[config.mk]
export PLATFORM = sky130hd
export DESIGN_NAME = suppression_release_sequencer_flat
export DESIGN_NICKNAME = d
export VERILOG_FILES = /design/src/rtl/ssq_pkg.sv /design/src/rtl/ssq_if.sv /design/src/rtl/ssq_csr.sv /design/src/rtl/ssq_step.sv /design/src/rtl/suppression_release_sequencer.sv /design/src/flat_wrapper.sv
export VERILOG_INCLUDE_DIRS = /design/src /design/src/rtl
export SDC_FILE = /design/constraint.sdc
export NUM_CORES = 1
export LEC_CHECK = 0
export BUFFER_PORTS_ARGS = -buffer_cell sky130_fd_sc_hd__buf_2
export CORE_MARGIN = 1.5
export CORE_UTILIZATION = 61
export CTS_CLUSTER_DIAMETER = 60
export DETAILED_ROUTE_END_ITERATION = 12
export HOLD_SLACK_MARGIN = 0.03
export PLACE_DENSITY = 0.9
export SYNTH_ARGS = -nofsm -noshare
export SYNTH_HDL_FRONTEND = slang
export SYNTH_SLANG_ARGS = --single-unit
[constraint.sdc]
create_clock -name clock -period 6.8 [get_ports clock]
set_clock_uncertainty 0.2 [all_clocks]
set_input_delay 1.02 -clock clock [delete_from_list [all_inputs] [get_ports clock]]
set_output_delay 1.02 -clock clock [all_outputs]
set_load 0.03 [all_outputs]
[src/rtl/suppression_release_sequencer_defines.svh]
// Assertion helpers used by the sequencer RTL.
`ifndef SUPPRESSION_RELEASE_SEQUENCER_DEFINES_SVH
`define SUPPRESSION_RELEASE_SEQUENCER_DEFINES_SVH

// Same-cycle implication, sampled on clock, masked during reset.
`define SSQ_ASSERT_NOW(label, ante, cons, msg) \
   label: assert property (@(posedge clock) disable iff (reset) (ante) |-> (cons)) \
      else $error(msg);

// Next-cycle implication, sampled on clock, masked during reset.
`define SSQ_ASSERT_NEXT(label, ante, cons, msg) \
   label: assert property (@(posedge clock) disable iff (reset) (ante) |=> (cons)) \
      else $error(msg);

`endif

[src/rtl/ssq_pkg.sv]
`default_nettype none
package ssq_pkg;

   // Parameter defaults
   localparam int RELAY_COUNT_DEFAULT      = 8;
   localparam int DEBOUNCE_TICKS_DEFAULT   = 50;
   localparam int TICKS_PER_SECOND_DEFAULT = 1000;

   // Configuration port
   localparam int CSR_INDEX_W = 3;
   localparam int CSR_DATA_W  = 16;

   localparam logic [CSR_INDEX_W-1:0] CSR_WARNING_SECONDS    = 3'd0;
   localparam logic [CSR_INDEX_W-1:0] CSR_RELEASE_SECONDS    = 3'd1;
   localparam logic [CSR_INDEX_W-1:0] CSR_COOLDOWN_SECONDS   = 3'd2;
   localparam logic [CSR_INDEX_W-1:0] CSR_RELAY_POLARITY_LOW = 3'd3;
   localparam logic [CSR_INDEX_W-1:0] CSR_FLOW_THRESHOLD     = 3'd4;

   localparam logic [15:0] WARNING_SECONDS_RESET  = 16'd10;
   localparam logic [15:0] RELEASE_SECONDS_RESET  = 16'd60;
   localparam logic [15:0] COOLDOWN_SECONDS_RESET = 16'd30;
   localparam logic        RELAY_POLARITY_RESET   = 1'b1;
   localparam logic [11:0] FLOW_THRESHOLD_RESET   = 12'd2000;

   // Phases
   localparam logic [1:0] PHASE_IDLE      = 2'd0;
   localparam logic [1:0] PHASE_WARNING   = 2'd1;
   localparam logic [1:0] PHASE_RELEASING = 2'd2;
   localparam logic [1:0] PHASE_COOLDOWN  = 2'd3;

   localparam logic [7:0]  ALL_ZONES     = 8'hFF;
   localparam logic [5:0]  PRESS_MAX     = 6'd63;
   localparam logic [15:0] SECONDS_MAX   = 16'hFFFF;

   typedef struct packed {
      logic [15:0] warning_seconds;
      logic [15:0] release_seconds;
      logic [15:0] cooldown_seconds;
      logic        relay_polarity_low;
      logic [11:0] flow_threshold;
   } cfg_type;

   typedef struct packed {
      logic [1:0]  phase_code;
      logic [15:0] seconds_in_phase;
      logic [7:0]  armed_zones;
      logic        flow_flag;
      logic [5:0]  press_ticks;
   } state_type;

   typedef struct packed {
      logic        button_pressed;
      logic [11:0] flow_sample;
      logic        activate_request;
      logic [7:0]  activate_zones;
      logic        deactivate_request;
   } req_type;

   typedef struct packed {
      logic [7:0]  relay_pin_levels;
      logic [1:0]  phase;
      logic        flow_verified;
      logic [15:0] seconds_left;
   } rsp_type;

endpackage
`default_nettype wire

[src/rtl/ssq_if.sv]
`default_nettype none
interface ssq_req_if;
   logic        valid;
   logic        ready;
   logic        button_pressed;
   logic [11:0] flow_sample;
   logic        activate_request;
   logic [7:0]  activate_zones;
   logic        deactivate_request;

   modport source (output valid, button_pressed, flow_sample, activate_request,
                   activate_zones, deactivate_request, input ready);
   modport sink   (input valid, button_pressed, flow_sample, activate_request,
                   activate_zones, deactivate_request, output ready);
endinterface

interface ssq_rsp_if;
   logic        valid;
   logic        ready;
   logic [7:0]  relay_pin_levels;
   logic [1:0]  phase;
   logic        flow_verified;
   logic [15:0] seconds_left;

   modport source (output valid, relay_pin_levels, phase, flow_verified, seconds_left,
                   input ready);
   modport sink   (input valid, relay_pin_levels, phase, flow_verified, seconds_left,
                   output ready);
endinterface
`default_nettype wire

[src/rtl/ssq_csr.sv]
`default_nettype none
module ssq_csr (
   input  wire logic                             clock,
   input  wire logic                             reset,
   input  wire logic                             csr_write_en,
   input  wire logic [ssq_pkg::CSR_INDEX_W-1:0]  csr_index,
   input  wire logic [ssq_pkg::CSR_DATA_W-1:0]   csr_write_data,
   output ssq_pkg::cfg_type                      cfg
);
   import ssq_pkg::*;

   cfg_type cfg_ff, cfg_in;

   always_comb begin
      cfg_in = cfg_ff;
      if (csr_write_en) begin
         unique case (csr_index)
            CSR_WARNING_SECONDS:    cfg_in.warning_seconds    = csr_write_data;
            CSR_RELEASE_SECONDS:    cfg_in.release_seconds    = csr_write_data;
            CSR_COOLDOWN_SECONDS:   cfg_in.cooldown_seconds   = csr_write_data;
            CSR_RELAY_POLARITY_LOW: cfg_in.relay_polarity_low = csr_write_data[0];
            CSR_FLOW_THRESHOLD:     cfg_in.flow_threshold     = csr_write_data[11:0];
            default:                cfg_in                    = cfg_ff;
         endcase
      end
   end

   always_ff @(posedge clock) begin
      if (reset) begin
         cfg_ff.warning_seconds    <= WARNING_SECONDS_RESET;
         cfg_ff.release_seconds    <= RELEASE_SECONDS_RESET;
         cfg_ff.cooldown_seconds   <= COOLDOWN_SECONDS_RESET;
         cfg_ff.relay_polarity_low <= RELAY_POLARITY_RESET;
         cfg_ff.flow_threshold     <= FLOW_THRESHOLD_RESET;
      end else begin
         cfg_ff <= cfg_in;
      end
   end

   assign cfg = cfg_ff;
endmodule
`default_nettype wire

[src/rtl/ssq_step.sv]
`default_nettype none
module ssq_step #(
   parameter int RELAY_COUNT      = ssq_pkg::RELAY_COUNT_DEFAULT,
   parameter int DEBOUNCE_TICKS   = ssq_pkg::DEBOUNCE_TICKS_DEFAULT,
   parameter int TICKS_PER_SECOND = ssq_pkg::TICKS_PER_SECOND_DEFAULT,
   localparam int MS_W = (TICKS_PER_SECOND > 1) ? $clog2(TICKS_PER_SECOND) : 1
) (
   input  wire ssq_pkg::cfg_type    cfg,
   input  wire ssq_pkg::state_type  state_cur,
   input  wire logic [MS_W-1:0]     ms_cur,
   input  wire ssq_pkg::req_type    req,
   output ssq_pkg::state_type       state_nxt,
   output logic [MS_W-1:0]          ms_nxt,
   output ssq_pkg::rsp_type         rsp
);
   import ssq_pkg::*;

   localparam logic [7:0]  RELAY_MASK = 8'((1 << RELAY_COUNT) - 1);
   localparam logic [5:0]  DEBOUNCE   = 6'(DEBOUNCE_TICKS);
   localparam logic [MS_W:0] TPS      = (MS_W + 1)'(TICKS_PER_SECOND);

   state_type       st;
   logic [MS_W-1:0] ms;
   logic [MS_W:0]   ms_sum;
   logic [5:0]      press;
   logic [7:0]      on_mask;
   logic [15:0]     limit;

   always_comb begin
      st    = state_cur;
      ms    = ms_cur;
      press = '0;

      // deactivate, then activate
      if (req.deactivate_request) begin
         st.phase_code       = PHASE_IDLE;
         st.seconds_in_phase = '0;
         ms                  = '0;
      end
      if (req.activate_request && st.phase_code != PHASE_WARNING &&
          st.phase_code != PHASE_RELEASING) begin
         st.armed_zones      = req.activate_zones;
         st.phase_code       = PHASE_WARNING;
         st.seconds_in_phase = '0;
         ms                  = '0;
      end

      // timed update
      unique case (st.phase_code)
         PHASE_IDLE: begin
            if (req.button_pressed) begin
               press = (st.press_ticks != PRESS_MAX) ? st.press_ticks + 6'd1
                                                     : st.press_ticks;
               if (press >= DEBOUNCE) begin
                  st.press_ticks      = '0;
                  st.armed_zones      = ALL_ZONES;
                  st.phase_code       = PHASE_WARNING;
                  st.seconds_in_phase = '0;
                  ms                  = '0;
               end else begin
                  st.press_ticks = press;
               end
            end else begin
               st.press_ticks = '0;
            end
         end
         PHASE_WARNING: begin
            st.press_ticks = '0;
            if (st.seconds_in_phase >= cfg.warning_seconds) begin
               st.phase_code       = PHASE_RELEASING;
               st.seconds_in_phase = '0;
               ms                  = '0;
            end
         end
         PHASE_RELEASING: begin
            st.press_ticks = '0;
            st.flow_flag   = (req.flow_sample > cfg.flow_threshold);
            if (st.seconds_in_phase >= cfg.release_seconds) begin
               st.phase_code       = PHASE_COOLDOWN;
               st.seconds_in_phase = '0;
               ms                  = '0;
            end
         end
         default: begin
            st.press_ticks = '0;
            if (st.seconds_in_phase >= cfg.cooldown_seconds) begin
               st.phase_code       = PHASE_IDLE;
               st.seconds_in_phase = '0;
               ms                  = '0;
            end
         end
      endcase

      // result from the updated state
      on_mask = (st.phase_code == PHASE_RELEASING) ? (st.armed_zones & RELAY_MASK) : '0;
      rsp.relay_pin_levels = cfg.relay_polarity_low ? (~on_mask & RELAY_MASK) : on_mask;
      rsp.phase            = st.phase_code;
      rsp.flow_verified    = st.flow_flag;

      unique case (st.phase_code)
         PHASE_WARNING:   limit = cfg.warning_seconds;
         PHASE_RELEASING: limit = cfg.release_seconds;
         PHASE_COOLDOWN:  limit = cfg.cooldown_seconds;
         default:         limit = '0;
      endcase
      rsp.seconds_left = (limit > st.seconds_in_phase) ? limit - st.seconds_in_phase : '0;

      // advance the millisecond count
      ms_sum = {1'b0, ms} + (MS_W + 1)'(1);
      if (ms_sum >= TPS) begin
         ms = '0;
         if (st.seconds_in_phase != SECONDS_MAX) begin
            st.seconds_in_phase = st.seconds_in_phase + 16'd1;
         end
      end else begin
         ms = ms_sum[MS_W-1:0];
      end

      state_nxt = st;
      ms_nxt    = ms;
   end
endmodule
`default_nettype wire

[src/rtl/suppression_release_sequencer.sv]
// Suppression release sequencer.
//
// Each req beat is one millisecond tick carrying the button level, a flow
// sample and optional activate / deactivate requests; each tick yields exactly
// one rsp beat with the relay pin levels, phase, flow confirmation and the
// whole seconds left in the phase. Phases: idle, warning, releasing, cooldown.
// Write timing registers through the csr_ port only while idle (not enforced).
//
// A req beat accepted into the input register is evaluated in one pass and
// its result captured in the result register, which drives the rsp beat.
// Throughput: one beat per clock while rsp is not stalled; the single-pass
// next-state logic between the input register and the result register sets
// that figure. A stalled rsp holds its result register; the input register
// still takes one more beat, then req ready drops until the result is taken.
// Reset (synchronous, active high) restores register defaults, returns to
// idle with all counters and the zone mask cleared, and empties both stages.
`default_nettype none
`include "suppression_release_sequencer_defines.svh"
module suppression_release_sequencer #(
   parameter int RELAY_COUNT      = ssq_pkg::RELAY_COUNT_DEFAULT,
   parameter int DEBOUNCE_TICKS   = ssq_pkg::DEBOUNCE_TICKS_DEFAULT,
   parameter int TICKS_PER_SECOND = ssq_pkg::TICKS_PER_SECOND_DEFAULT
) (
   input  wire logic                            clock,
   input  wire logic                            reset,
   ssq_req_if.sink                              req_chan,
   ssq_rsp_if.source                            rsp_chan,
   input  wire logic                            csr_write_en,
   input  wire logic [ssq_pkg::CSR_INDEX_W-1:0] csr_index,
   input  wire logic [ssq_pkg::CSR_DATA_W-1:0]  csr_write_data
);
   import ssq_pkg::*;

   localparam int MS_W = (TICKS_PER_SECOND > 1) ? $clog2(TICKS_PER_SECOND) : 1;
   localparam logic [7:0] RELAY_MASK = 8'((1 << RELAY_COUNT) - 1);

   cfg_type         csr_cfg;

   // input stage
   logic            s1_valid_ff, s1_valid_in;
   req_type         s1_req_ff;

   // architectural state
   state_type       state_ff, state_in;
   logic [MS_W-1:0] ms_ff, ms_in;

   // result stage
   logic            rsp_valid_ff;
   rsp_type         rsp_ff, rsp_in;

   logic            req_accept;
   logic            rsp_adv;
   logic            s1_adv;

   ssq_csr u_csr (
      .clock          (clock),
      .reset          (reset),
      .csr_write_en   (csr_write_en),
      .csr_index      (csr_index),
      .csr_write_data (csr_write_data),
      .cfg            (csr_cfg)
   );

   ssq_step #(
      .RELAY_COUNT      (RELAY_COUNT),
      .DEBOUNCE_TICKS   (DEBOUNCE_TICKS),
      .TICKS_PER_SECOND (TICKS_PER_SECOND)
   ) u_step (
      .cfg       (csr_cfg),
      .state_cur (state_ff),
      .ms_cur    (ms_ff),
      .req       (s1_req_ff),
      .state_nxt (state_in),
      .ms_nxt    (ms_in),
      .rsp       (rsp_in)
   );

   // Advance the tick when the result register is free or being drained.
   assign rsp_adv      = !rsp_valid_ff || rsp_chan.ready;
   assign s1_adv       = s1_valid_ff && rsp_adv;
   assign req_chan.ready = !s1_valid_ff || rsp_adv;
   assign req_accept   = req_chan.valid && req_chan.ready;

   always_comb begin
      s1_valid_in = s1_valid_ff;
      if (req_accept) begin
         s1_valid_in = 1'b1;
      end else if (s1_adv) begin
         s1_valid_in = 1'b0;
      end
   end

   // Capture the incoming beat; payload needs no reset.
   always_ff @(posedge clock) begin
      if (req_accept) begin
         s1_req_ff.button_pressed     <= req_chan.button_pressed;
         s1_req_ff.flow_sample        <= req_chan.flow_sample;
         s1_req_ff.activate_request   <= req_chan.activate_request;
         s1_req_ff.activate_zones     <= req_chan.activate_zones;
         s1_req_ff.deactivate_request <= req_chan.deactivate_request;
      end
      if (s1_adv) begin
         rsp_ff <= rsp_in;
      end
   end

   // Commit the tick's state update together with its result.
   always_ff @(posedge clock) begin
      if (reset) begin
         s1_valid_ff  <= 1'b0;
         rsp_valid_ff <= 1'b0;
         state_ff     <= '0;
         ms_ff        <= '0;
      end else begin
         s1_valid_ff <= s1_valid_in;
         if (s1_adv) begin
            state_ff     <= state_in;
            ms_ff        <= ms_in;
            rsp_valid_ff <= 1'b1;
         end else if (rsp_chan.ready) begin
            rsp_valid_ff <= 1'b0;
         end
      end
   end

   assign rsp_chan.valid            = rsp_valid_ff;
   assign rsp_chan.relay_pin_levels = rsp_ff.relay_pin_levels;
   assign rsp_chan.phase            = rsp_ff.phase;
   assign rsp_chan.flow_verified    = rsp_ff.flow_verified;
   assign rsp_chan.seconds_left     = rsp_ff.seconds_left;

   `SSQ_ASSERT_NOW(a_idle_no_seconds,
                   rsp_valid_ff && rsp_ff.phase == PHASE_IDLE,
                   rsp_ff.seconds_left == 16'd0,
                   "seconds left nonzero in idle")
   `SSQ_ASSERT_NOW(a_relays_off_outside_release,
                   rsp_valid_ff && rsp_ff.phase != PHASE_RELEASING,
                   rsp_ff.relay_pin_levels ==
                      (csr_cfg.relay_polarity_low ? RELAY_MASK : 8'h00),
                   "relay engaged outside releasing")
   `SSQ_ASSERT_NOW(a_press_clear_outside_idle,
                   state_ff.phase_code != PHASE_IDLE,
                   state_ff.press_ticks == 6'd0,
                   "press count held outside idle")
   `SSQ_ASSERT_NEXT(a_deactivate_idles,
                    s1_adv && s1_req_ff.deactivate_request &&
                       !s1_req_ff.activate_request && !s1_req_ff.button_pressed,
                    state_ff.phase_code == PHASE_IDLE,
                    "deactivate did not return to idle")
endmodule
`default_nettype wire

[src/flat_wrapper.sv]
// flat-port wrapper written by rule: the top's interface ports become plain ports
module suppression_release_sequencer_flat import ssq_pkg::*;
#(
   parameter int RELAY_COUNT      = ssq_pkg::RELAY_COUNT_DEFAULT,
   parameter int DEBOUNCE_TICKS   = ssq_pkg::DEBOUNCE_TICKS_DEFAULT,
   parameter int TICKS_PER_SECOND = ssq_pkg::TICKS_PER_SECOND_DEFAULT
)
  (clock, reset, csr_write_en, csr_index, csr_write_data, req_chan_valid, req_chan_button_pressed, req_chan_flow_sample, req_chan_activate_request, req_chan_activate_zones, req_chan_deactivate_request, req_chan_ready, rsp_chan_valid, rsp_chan_relay_pin_levels, rsp_chan_phase, rsp_chan_flow_verified, rsp_chan_seconds_left, rsp_chan_ready);
  ssq_req_if req_chan_i ();
  ssq_rsp_if rsp_chan_i ();
  input  wire logic clock;
  input  wire logic reset;
  input  wire logic csr_write_en;
  input  wire logic [ssq_pkg::CSR_INDEX_W-1:0] csr_index;
  input  wire logic [ssq_pkg::CSR_DATA_W-1:0] csr_write_data;
  input wire logic [$bits(req_chan_i.valid)-1:0] req_chan_valid;
  input wire logic [$bits(req_chan_i.button_pressed)-1:0] req_chan_button_pressed;
  input wire logic [$bits(req_chan_i.flow_sample)-1:0] req_chan_flow_sample;
  input wire logic [$bits(req_chan_i.activate_request)-1:0] req_chan_activate_request;
  input wire logic [$bits(req_chan_i.activate_zones)-1:0] req_chan_activate_zones;
  input wire logic [$bits(req_chan_i.deactivate_request)-1:0] req_chan_deactivate_request;
  output wire logic [$bits(req_chan_i.ready)-1:0] req_chan_ready;
  output wire logic [$bits(rsp_chan_i.valid)-1:0] rsp_chan_valid;
  output wire logic [$bits(rsp_chan_i.relay_pin_levels)-1:0] rsp_chan_relay_pin_levels;
  output wire logic [$bits(rsp_chan_i.phase)-1:0] rsp_chan_phase;
  output wire logic [$bits(rsp_chan_i.flow_verified)-1:0] rsp_chan_flow_verified;
  output wire logic [$bits(rsp_chan_i.seconds_left)-1:0] rsp_chan_seconds_left;
  input wire logic [$bits(rsp_chan_i.ready)-1:0] rsp_chan_ready;
  assign req_chan_i.valid = req_chan_valid;
  assign req_chan_i.button_pressed = req_chan_button_pressed;
  assign req_chan_i.flow_sample = req_chan_flow_sample;
  assign req_chan_i.activate_request = req_chan_activate_request;
  assign req_chan_i.activate_zones = req_chan_activate_zones;
  assign req_chan_i.deactivate_request = req_chan_deactivate_request;
  assign req_chan_ready = req_chan_i.ready;
  assign rsp_chan_valid = rsp_chan_i.valid;
  assign rsp_chan_relay_pin_levels = rsp_chan_i.relay_pin_levels;
  assign rsp_chan_phase = rsp_chan_i.phase;
  assign rsp_chan_flow_verified = rsp_chan_i.flow_verified;
  assign rsp_chan_seconds_left = rsp_chan_i.seconds_left;
  assign rsp_chan_i.ready = rsp_chan_ready;
  suppression_release_sequencer #(.RELAY_COUNT(RELAY_COUNT), .DEBOUNCE_TICKS(DEBOUNCE_TICKS), .TICKS_PER_SECOND(TICKS_PER_SECOND)) u_core (.clock(clock), .reset(reset), .req_chan(req_chan_i), .rsp_chan(rsp_chan_i), .csr_write_en(csr_write_en), .csr_index(csr_index), .csr_write_data(csr_write_data));
endmodule
-- Word-level counts from Yosys, hierarchy flattened
Cells that the tools add are included.
- register bits after elaboration: 156
- output and inout port bits: 29
- word-level logic and storage cells: 96
- add/subtract/negate cells: 4
- magnitude comparators: 7
- eq/ne operators: 13
- mux-type cells: 32
- bitwise logic cells: 1
- reduce and logical (&&, ||, !) cells: 17
- operators with widths (cell ; number):
    $mux W10 ; 8
    $mux W26 ; 3
    $mux W18 ; 4
    $pmux W18 S3 ; 1
    $ge A16 B16 Y1 ; 3
    $pmux W16 S3 ; 1
    $mux W16 ; 2
    $pmux W10 S3 ; 1
    $mux W6 ; 4
    $mux W8 ; 3
    $add A16 B1 Y16 const B ; 1
    $gt A16 B16 Y1 ; 1
    $ne A16 B16 Y1 const B ; 1
    $sub A16 B16 Y16 ; 1
    $gt A12 B12 Y1 ; 1
    $add A10 B1 Y11 const B ; 1
    $ge A11 B10 Y1 const B ; 1
    $reduce_and A2 Y1 ; 5
    $not A8 Y8 ; 1
    $add A6 B1 Y6 const B ; 1
    $eq A2 B2 Y1 const B ; 3
    $eq A3 B2 Y1 const B ; 2
    $ge A6 B6 Y1 const B ; 1
    $ne A6 B6 Y1 const B ; 1
    other kinds (12) ; 23

-- Longest topological paths before layout
- depth after elaboration: 12
- depth in mapped cells: 27
- mapped depth without buffers: 21

-- Modules after synthesis
From an unflattened synthesis, not the netlist that was laid out.
- cell total of the unflattened synthesis: 1178
- area total of the unflattened synthesis: 10451.3 um^2
- modules (own cells, without submodules) (module ; instances ; cells each ; area an instance (um^2) ; seq. area each (um^2)):
    ssq_step ; 1 ; 698 ; 4449.3 ; 0.0
    suppression_release_sequencer ; 1 ; 246 ; 3509.6 ; 2402.3
    ssq_csr ; 1 ; 234 ; 2492.4 ; 1221.2

-- Worst setup path after synthesis
No wires, ideal clock.
- path type: flip-flop to flip-flop
- start point: reg u_core.state_ff[31] (netlist bit)
- end point: reg u_core.rsp_ff, in the netlist u_core.rsp_chan.seconds_left[14], data pin
- library setup time: 147 ps
- data arrival time: 5710 ps
- required time: 6453 ps
- path slack: 743 ps
- stages on the path, launching flop included: 27
- cell sequence: dfxtp_1 > buf_2 > xnor2_1 > a21oi_2 > clkbuf_1 > clkbuf_1 > and2_1 > ha_1 > and2_1 > a221oi_1 > o21ai_0 > a21oi_1 > nand2_1 > a311oi_1 > buf_2 > a222oi_1 > ha_1 > fa_1 > nor2b_1 > o21ai_0 > a21boi_0 > o21ai_0 > o21ai_0 > a221oi_1 > a31o_2 > buf_1 > a21oi_1
- word-level cells in the longest chain between the ends: 11
- RTL lines (what ; RTL line ; source):
    from (decl) ; suppression_release_sequencer.sv:44 ; state_type state_ff, state_in;
    from (signal assigned) ; suppression_release_sequencer.sv:117 ; state_ff <= state_in;
    $mux W18 (*) ; ssq_step.sv:35 ; if (req.deactivate_request) begin
    $ne A2 B1 Y1 ; ssq_step.sv:40 ; if (req.activate_request && st.phase_code != PHASE_WARNING &&
    $logic_and A1 B1 Y1 (2 in a row) ; ssq_step.sv:40 ;
    $mux W26 (*) ; ssq_step.sv:40 ;
    $ge A16 B16 Y1 (tied with other cells) ; ssq_step.sv:86 ; if (st.seconds_in_phase >= cfg.cooldown_seconds) begin
    $mux W18 (tied with other cells) ; ssq_step.sv:86 ;
    $pmux W18 S3 (*) ; ssq_step.sv:49 ; unique case (st.phase_code)
    $eq A2 B2 Y1 or $eq A2 B1 Y1 (tied branches) ; ssq_step.sv:100 ; unique case (st.phase_code)
    $pmux W16 S3 ; ssq_step.sv:100 ;
    $sub A16 B16 Y16 or $gt A16 B16 Y1 (tied branches) ; ssq_step.sv:106 ; rsp.seconds_left = (limit > st.seconds_in_phase) ? limit - st.seconds_in_phase : '0;
    to (signal assigned) ; suppression_release_sequencer.sv:103 ; rsp_ff <= rsp_in;
    to (decl) ; suppression_release_sequencer.sv:49 ; rsp_type rsp_ff, rsp_in;
Every way passes the cells marked *; elsewhere a longest branch is shown, timed or not.
A chain may end at the register's enable or synchronous reset.

-- Worst setup path after layout
- start point: reg u_core.state_ff[31] (netlist bit)
- end point: reg u_core.rsp_ff, in the netlist u_core.rsp_chan.seconds_left[2], data pin
The elaborated chain is that of the path after synthesis.

==> impl_metrics.yaml <==
clock_tree:
  post-cts-setup-buffers: 0
  ctsHtreeMaxLevel: 4
  cts_inserted_buffers: 17
  cts_max_path_buffers: 2
  clock-root-buffer: "clkbuf_16"
  tritoncts_clock_tree: "yes"
  clock_insertion_delay_worst_skew_ps: 440
  cts.sinks: 156
  clk_pin_slew_ps: 60
  cts.repair.resized: 0
  cts_hold_buf: 0
worst_setup_path:
  r2r_start: "u_core.state_ff[31]"
  crit_path_start: "u_core.state_ff[31]"
  timing.reg2reg.setup_slack_ps: 620
  worst_setup_path_end_kind: "flip-flop"
  crit-reg2reg-capture: "u_core.rsp_chan.seconds_left[2]"
  worst_ep_required_time_ps: 6870
  critical_path.max_fanout: 16
  launching_element_type_of_the_critical_path: "flip-flop"
  timing.critical_path.to: "u_core.rsp_chan.seconds_left[2]"
  timing.setup.critical_path_class: "reg2reg"
  depth_of_the_most_critical_reg_to_reg_path: 22
  worst_ep_arrival_time_ps: 6250
layout:
  nNetsFinal: 1257
  area_delta_synth_final_pct: 11.25
  final_common_cell: "nand2_1"
  antennaDiodeCount: 0
  final-seq-area_um2: 3623
  post_route_cells_drive_above_1_share: 0.1499
  final_core_utilization: 0.7053
  nFillCells: 1086
  multi_input_comb_area_um2: 5199
  most-common-layout-cells: "nand2_1, dfxtp_1, a21oi_1"
run:
  number_of_violations_of_the_max_capacitance_limit: 0
floorplan:
  chipHeight_um: 126.6
  std_cell_rows: 44
  start_util: 0.6340
  num_io_pins: 76
  chipWidth_um: 126.6
  design.core.area_um2: 14700
  die_area_um2: 16030
hold_path:
  min-delay-path-class: "reg2reg"
power:
  power.share.clock: 0.418
  p_sw_frac: 0.2708
  p_int_w: 0.001624
  power_switching_w: 0.0006030
  vdd.ir_drop.worst_v: 0.0001889
  total_power_per_unit_cell_area_nw_per_um2: 214.8
  combinationalPowerShare: 0.124
  static-leakage-power_nw: 4.154
  seq_power_share: 0.458
timing:
  layout_worst_path_cycle_share: 0.9084
  worst-slew-pin-transition_ps: 1207
  timing_max_transition_violations_final: 0
  setup_viol_count_final: 0
  rsz0062_at_grt: "false"
  fmax_mhz: 161.9
  timing.final.hold_violations: 0
  period_needed_ps: 6177
  setup-tns-final_ps: 0
  max_slew_headroom: 0.1954
grt:
  grt_first_pass_wirelength_mm: 38.67
  grt_max_degree: 80
  via_count_of_the_first_global_routing_pass: 7929
  grt_antenna_before_repair: 0
  global_route.overflow_total: 0
  globalRouteTotalUtil: 0.3037
drt:
  vias_per_cell: 6.420
  via_count: 8506
  drt_iter0_markers: 878
  dr.pass1.iters: 6
  route.detailed.wl_per_inst_um: 18.16
  drt.antenna.violating_nets: 0
  totalWireLength_mm: 24.06
  route.detailed.drc: 0
outcome:
  outcome: "finished clean"
yosys:
  netlist-cell-type-count: 84
  yosysWarningCount: 0
  synth-async-reset-ratio: 0
  synth-compound-area-share: 0.2045
  yosys_most_used_dff: "dfxtp_1"
  synth_top_family_by_area: "simple AND/OR/NAND/NOR gates"
  synth-seq-cells: 156
  synth_fp_nets: 1203
  synthSimpleGateAreaFrac: 0.2115
  synth_mux_area_frac: 0.01182
  mappedNetlistArea_um2: 9319
  share_of_synthesized_cell_area_in_full_adder_half_adder_and_majority_cells: 0.1109
  synth_edf_count: 50
  syn-mean-instance-area_um2: 8.677
  synthCells: 1074
  synthXorXnorAreaFrac: 0.01692
  synth.yosys.seq_area_share: 0.3888
placed_design:
  portBuffers: 75
  place_congestion: 1.008
  detailed_place_hpwl_mm: 17.04
==> registers in the layout (all words and copies together) (netlist names) <==
register,cells
u_core.rsp_chan.phase,2
u_core.rsp_chan.flow_verified,1
u_core.s1_req_ff,23
u_core.u_csr.cfg,61
u_core.ms_ff,10
u_core.state_ff,33
u_core.rsp_chan.seconds_left,16
u_core.rsp_chan.relay_pin_levels,8
u_core.rsp_chan.valid,1
u_core.s1_valid_ff,1
==> cells in the mapped netlist, types with 9 or more instances <==
master / instances / area share
and3_1: 9 / 0.0060
and2_1: 22 / 0.015
inv_1: 74 / 0.030
o211ai_1: 21 / 0.017
nor2_1: 57 / 0.023
nand2b_1: 9 / 0.0060
xnor2_1: 14 / 0.013
a22oi_1: 10 / 0.0081
nor2b_1: 16 / 0.011
buf_2: 9 / 0.0048
nand2_1: 177 / 0.071
nand3_1: 14 / 0.0075
edfxtp_1: 50 / 0.16
o221a_2: 9 / 0.011
dfxtp_1: 106 / 0.23
a21oi_1: 89 / 0.048
nor4_1: 9 / 0.0060
clkbuf_1: 32 / 0.013
ha_1: 81 / 0.11
o21ai_0: 48 / 0.026
a21o_1: 18 / 0.015
nand4_1: 17 / 0.011
nor3_1: 19 / 0.010
==> worst min-delay path by stage <==
stage                                    start                   end  slack (ps)  depth (start not counted)
after floorplan           u_core.u_csr.cfg[11]  u_core.u_csr.cfg[11]         240                          2
after global placement     u_core.u_csr.cfg[3]   u_core.u_csr.cfg[3]         240                          2
after detailed placement   u_core.u_csr.cfg[2]   u_core.u_csr.cfg[2]         250                          2
after CTS                  u_core.u_csr.cfg[0]   u_core.u_csr.cfg[0]         260                          2
after global routing       u_core.u_csr.cfg[0]   u_core.u_csr.cfg[0]         280                          2
final                      u_core.u_csr.cfg[0]   u_core.u_csr.cfg[0]         260                          2
==> layout make-up <==
type | instances | area share
Multi-Input combinational cell | 792 | 0.5015
Tap cell | 184 | 0.02221
Inverter | 74 | 0.02679
Clock buffer | 22 | 0.04791
Sequential cell | 156 | 0.3495
Clock inverter | 10 | 0.007241
Timing Repair Buffer | 87 | 0.04490
==> cells by family after synthesis <==
kind of cell / Yosys count
simple gates: 401
xor+xnor: 18
buf+inv: 126
compound gates: 281
mux: 10
flops: 156
fa+ha+maj: 82
==> critical path, cell delays in order, from the launching register on <==
cell and delay [ps]:
dfxtp_1 450, xnor2_1 190, a21o_1 320, nor2_2 330, ha_1 320, a211oi_1 190, o21ai_0 120, a21oi_1 210
o21ai_0 130, o41ai_1 450, nor2b_1 190, buf_4 180, nor3b_2 340, nor2_1 120, ha_1 380, nor2b_1 180
o21ai_0 130, a21boi_1 300, o21ai_0 150, o21ai_0 400, a221oi_1 170, a31o_2 340, nor3_1 220
==> per-stage QoR <==
| step | instance area [um^2] | setup WS (ps) | std cells | power, W | hold slack (ps) |
|---|---|---|---|---|---|
| floorplan | 9319 | 742.6 | 1074 | 0.001231 | 236.3 |
| finish | 10370 | 623.0 | 1325 | 0.002227 | 262.2 |
| CTS | 10350 | 274.0 | 1325 | 0.002226 | 264.7 |
| global route | 10370 | 137.7 | 1325 | 0.002295 | 282.7 |
| detailed placement | 9781 | 363.6 | 1293 | 0.001307 | 254.3 |
| global placement | 9781 | 586.9 | 1293 | 0.001298 | 243.9 |
==> power by group through the flow <==
stage | Combinational [W] | Clock (W) | Sequential [W]
3_3_place_gp | 0.000261 | 0 | 0.00104
3_5_place_dp | 0.000268 | 0 | 0.00104
5_1_grt | 0.000302 | 0.000971 | 0.00102
6_report | 0.000276 | 0.000932 | 0.00102
4_1_cts | 0.000272 | 0.000935 | 0.00102
2_1_floorplan | 0.000177 | 0 | 0.00105
==> metal layers <==
metal | vias to the layer above | wire length (um) | track usage | part of all wire
met5 | - | 0 | 0 | 0
met4 | 0 | 784 | 0.1501 | 0.033
met3 | 71 | 2260 | 0.06495 | 0.094
met2 | 470 | 11060 | 0.4802 | 0.46
met1 | 3981 | 9960 | 0.3961 | 0.41
li1 | 3984 | - | - | -
Power figures use the tool's default switching activity.
